--- src/hdl/assert_macros.svh ---
// Assertion macros for the RTL files of the grid health block.
// Include this file where a module carries concurrent assertions.
`ifndef ASSERT_MACROS_SVH
`define ASSERT_MACROS_SVH

// Checks a property at every rising clock edge outside of reset.
`define ASSERT_CLK(label, clk, rst, prop, msg) \
   label: assert property (@(posedge clk) disable iff (rst) (prop)) else $error(msg);

// Checks a property at every rising clock edge, reset included.
`define ASSERT_ALWAYS(label, clk, prop, msg) \
   label: assert property (@(posedge clk) (prop)) else $error(msg);

`endif

--- src/hdl/gmeh_pkg.sv ---
// Shared types and constants of the grid minimum entry health block.
// No dependencies; imported by every module of the block.
`default_nettype none

package gmeh_pkg;

   // Fixed widths of the need values and the count registers.
   localparam int NEED_WIDTH  = 25;
   localparam int COUNT_WIDTH = 9;

   // Defaults of the top-level parameters.
   localparam int DEFAULT_MAX_ROWS    = 256;
   localparam int DEFAULT_MAX_COLUMNS = 256;
   localparam int DEFAULT_VALUE_WIDTH = 16;

   // Width of the response data bus, the need padded to whole bytes.
   localparam int RSP_DATA_WIDTH = ((NEED_WIDTH + 7) / 8) * 8;

   // Register indexes of the configuration port.
   typedef enum logic {
      CSR_ROW_COUNT    = 1'b0,
      CSR_COLUMN_COUNT = 1'b1
   } csr_index_type;

   // Position of a cell in the walk, as the need logic sees it.
   typedef struct packed {
      logic bottom;     // cell lies in the last grid row
      logic rightmost;  // cell lies in the last grid column
   } gmeh_pos_type;

endpackage

`default_nettype wire

--- src/hdl/gmeh_need_calc.sv ---
// Need of one cell from its value and the needs below and to the right.
// Combinational; uses the position type and widths of gmeh_pkg.
`default_nettype none

module gmeh_need_calc
   import gmeh_pkg::*;
#(
   parameter int VALUE_WIDTH = DEFAULT_VALUE_WIDTH
) (
   input  wire logic signed [VALUE_WIDTH-1:0] value,
   input  wire gmeh_pos_type                  pos,
   input  wire logic        [NEED_WIDTH-1:0]  below_need,
   input  wire logic        [NEED_WIDTH-1:0]  right_need,
   output logic             [NEED_WIDTH-1:0]  need
);

   localparam int EXT_WIDTH = NEED_WIDTH + VALUE_WIDTH + 1;

   logic        [NEED_WIDTH-1:0] t;
   logic signed [EXT_WIDTH-1:0]  t_ext;
   logic signed [EXT_WIDTH-1:0]  v_ext;
   logic signed [EXT_WIDTH-1:0]  diff;

   // Smaller of the two neighbor needs, zero at the target cell.
   always_comb begin
      if (pos.bottom && pos.rightmost) begin
         t = '0;
      end else if (pos.bottom) begin
         t = right_need;
      end else if (pos.rightmost) begin
         t = below_need;
      end else begin
         t = (below_need < right_need) ? below_need : right_need;
      end
   end

   assign t_ext = signed'({{(EXT_WIDTH - NEED_WIDTH){1'b0}}, t});
   assign v_ext = signed'({{(EXT_WIDTH - VALUE_WIDTH){value[VALUE_WIDTH-1]}}, value});

   // A zero minimum means one point must remain after the cell.
   always_comb begin
      if (t == '0) begin
         diff = t_ext + EXT_WIDTH'(1) - v_ext;
      end else begin
         diff = t_ext - v_ext;
      end
   end

   // No need when the cell covers the minimum; otherwise saturate the difference.
   always_comb begin
      if (v_ext > t_ext) begin
         need = '0;
      end else if (|diff[EXT_WIDTH-1:NEED_WIDTH]) begin
         need = '1;
      end else begin
         need = diff[NEED_WIDTH-1:0];
      end
   end

endmodule

`default_nettype wire

--- config.mk ---
export PLATFORM = sky130hd
export DESIGN_NAME = gmeh_need_calc
export DESIGN_NICKNAME = d
export VERILOG_FILES = /design/src/hdl/assert_macros.svh /design/src/hdl/gmeh_pkg.sv /design/src/hdl/gmeh_need_calc.sv
export SDC_FILE = /design/constraint.sdc
export NUM_CORES = 1
export LEC_CHECK = 0
export ABC_CLOCK_PERIOD_IN_PS = 9950
export BUFFER_PORTS_ARGS = -buffer_cell sky130_fd_sc_hd__buf_4
export CORE_MARGIN = 4
export CORE_UTILIZATION = 55
export DETAILED_ROUTE_END_ITERATION = 6
export MAX_ROUTING_LAYER = met4
export PLACE_DENSITY = 0.84
export SYNTH_ARGS = -nofsm -noshare
export SYNTH_HDL_FRONTEND = slang
export SYNTH_SLANG_ARGS = --single-unit
--- constraint.sdc ---
create_clock -name vclk -period 9.95
set_input_delay 1.4925 -clock vclk [all_inputs]
set_output_delay 1.4925 -clock vclk [all_outputs]
set_load 0.05 [all_outputs]
==> reports/metrics.yaml <==
status: "finished clean"
p_leak_nw: 2.75
relSlewSlack: 0.227
hp-class: "in -> out"
finalSetupTns_ns: 0
fin_crit_sh: 0.943
syn_inst: 724
syn_to_final_growth_pct: 14.2
synth_nets: 874
wirelength_um: 17100
num_rows: 34
final_cell_mix: "95 x buf_4, 80 x ha_1, 64 x inv_1"
detailedRoute.firstPassIterationCount: 5
clock.fmax_ghz: 0.107
synth_area_per_cell_um2: 7.06
drtIter0Drc: 599
finalSetupViolations: 0
core_um2: 8890
grt_util_met3: 0.0205
power_density_nw_per_um2: 112
share_seq_of_total_power: 0
min_period_ns: 9.38
dp_hpwl_um: 14300
dieHeight_um: 104
io_buffers: 93
grt_usage: 0.304
end_kind: "primary output"
yosysWarningCount: 0
required_ns: 8.46
cpPeakStageDelay_ns: 0.52
synth_top_area_share: 0.196
antenna_found_initial: 0
grt_pass1_vias: 5685
busiest_layer: "met2"
crit_buf_inv: 3
die_w_um: 104
ir_worst_vdd_mv: 0.0679
final-seq-area_um2: 0
dpl-instance-area_um2: 5840
avgRoutedWirePerCell_um: 18.8
crit_path_start: "below_need[22]"
drv_slew: 0
gp_congestion: 1.01
final_area_um2: 5840
n_antenna_cell: 0
viasPerCell: 6.61
ant_nets: 0
num_vias: 5991
p_clk_frac: 0
seq_cell_count: 0
critPathMaxFanout: 23
pwr-share-comb: 1.000
rsz0062_at_grt: "false"
syn-cell-area_um2: 5110
grtUsageMet2: 0.484
initial_core_util: 0.575
holdCritStartpoint: "value[0]"
intPower_uw: 240
io_pins: 93
grt.overflow.total: 0
grt_first_pass_wirelength_um: 27500
drive_gt1_frac: 0.170
power.net_switching_uw: 413
netlist_top_cells_area: "ha_1 20%, xnor2_1 6.7%, a211oi_1 5.3%"
grt_max_degree: 69
ys_seq_area_frac: 0
die-area_um2: 10900
crit_arrival_ns: 7.89
worstSetupStartpointType: "input pin"
switching_share: 0.632
slowest_stage: "a2111oi_4"
worstMarginPinSlew_ns: 1.16
grt_util_met1: 0.418
final_nets: 951
clock_buffer_count: 0
cts_hold_buf: 0
hold_viol: 0
cpLargestDelayFamily: "compound AO/OA/AOI/OAI gates"
final_common_cell: "buf_4"
drc: 0
cap_violations: 0
synth_area_leader_cell: "ha_1"
ys_types: 72
critical_path_class: "in -> out"
-- final cells by class --
type               count  area [µm²]
inverters             64         240
repair buffers        95         713
well taps            108         135
multi-input cells    640        4750
fillers              780        3050
-- timing repair --
action,4_1_cts,5_1_grt
resized for setup,0,1
buffers inserted,0,0
setup endpoints to repair,0,23
-- kinds of logic after synthesis --
family / Yosys count / synth area share
adders and majority gates: 82 / 0.204
AOI/OAI and AO/OA: 240 / 0.335
and+or+nand+nor: 236 / 0.239
buffers and inverters: 84 / 0.0719
muxes: 22 / 0.0470
xor gates and xnor gates: 60 / 0.103
-- final timing paths --
check / endpoint / cells after the start
max: need[22] / 28
min: need[0] / 4
-- synth_stat cells (5+ instances only) --
library cell and count:
nor4_1 12, xnor2_1 39, nand3_1 17, ha_1 80, buf_2 6, nor2_1 46, and4_1 6, and2_1 8
a31oi_1 7, clkbuf_1 5, mux2i_1 9, a21oi_1 54, nand4_1 16, o21ai_1 5, a211oi_1 36, a221oi_1 5
o211ai_1 7, xor2_1 21, mux2_2 12, nand2b_1 5, inv_1 64, nand2_1 51, o21a_1 12, o31ai_1 15
and3_1 17, nor3_1 26, nor2b_1 10, o21ai_0 33, a211o_1 5, a21o_1 24
-- stage by stage --
step,hold WS (ns),setup slack (ns),std cells,util,power (mW)
6_report,3.49,0.571,907,0.657,0.653
5_1_grt,3.54,0.102,907,0.657,0.700
4_1_cts,3.50,0.381,907,0.657,0.639
3_5_place_dp,3.49,0.402,907,0.657,0.636
3_3_place_gp,3.49,0.622,907,0.657,0.620
2_1_floorplan,3.39,0.472,724,-,0.475
-- power by group through the flow --
stage | logic (mW) | registers (mW) | clock network [mW]
after floorplan | 0.475 | 0 | 0
after global placement | 0.620 | 0 | 0
after detailed placement | 0.636 | 0 | 0
after CTS | 0.639 | 0 | 0
after global routing | 0.700 | 0 | 0
final | 0.653 | 0 | 0
-- per-layer routing --
layer	routed length [µm]	part of all wire	vias up
met5	0	0	-
met3	1450	0.085	37
li1	-	-	2874
met4	495	0.029	0
met1	7620	0.45	2730
met2	7490	0.44	350
No activity file was read; power rests on OpenSTA's default activity.
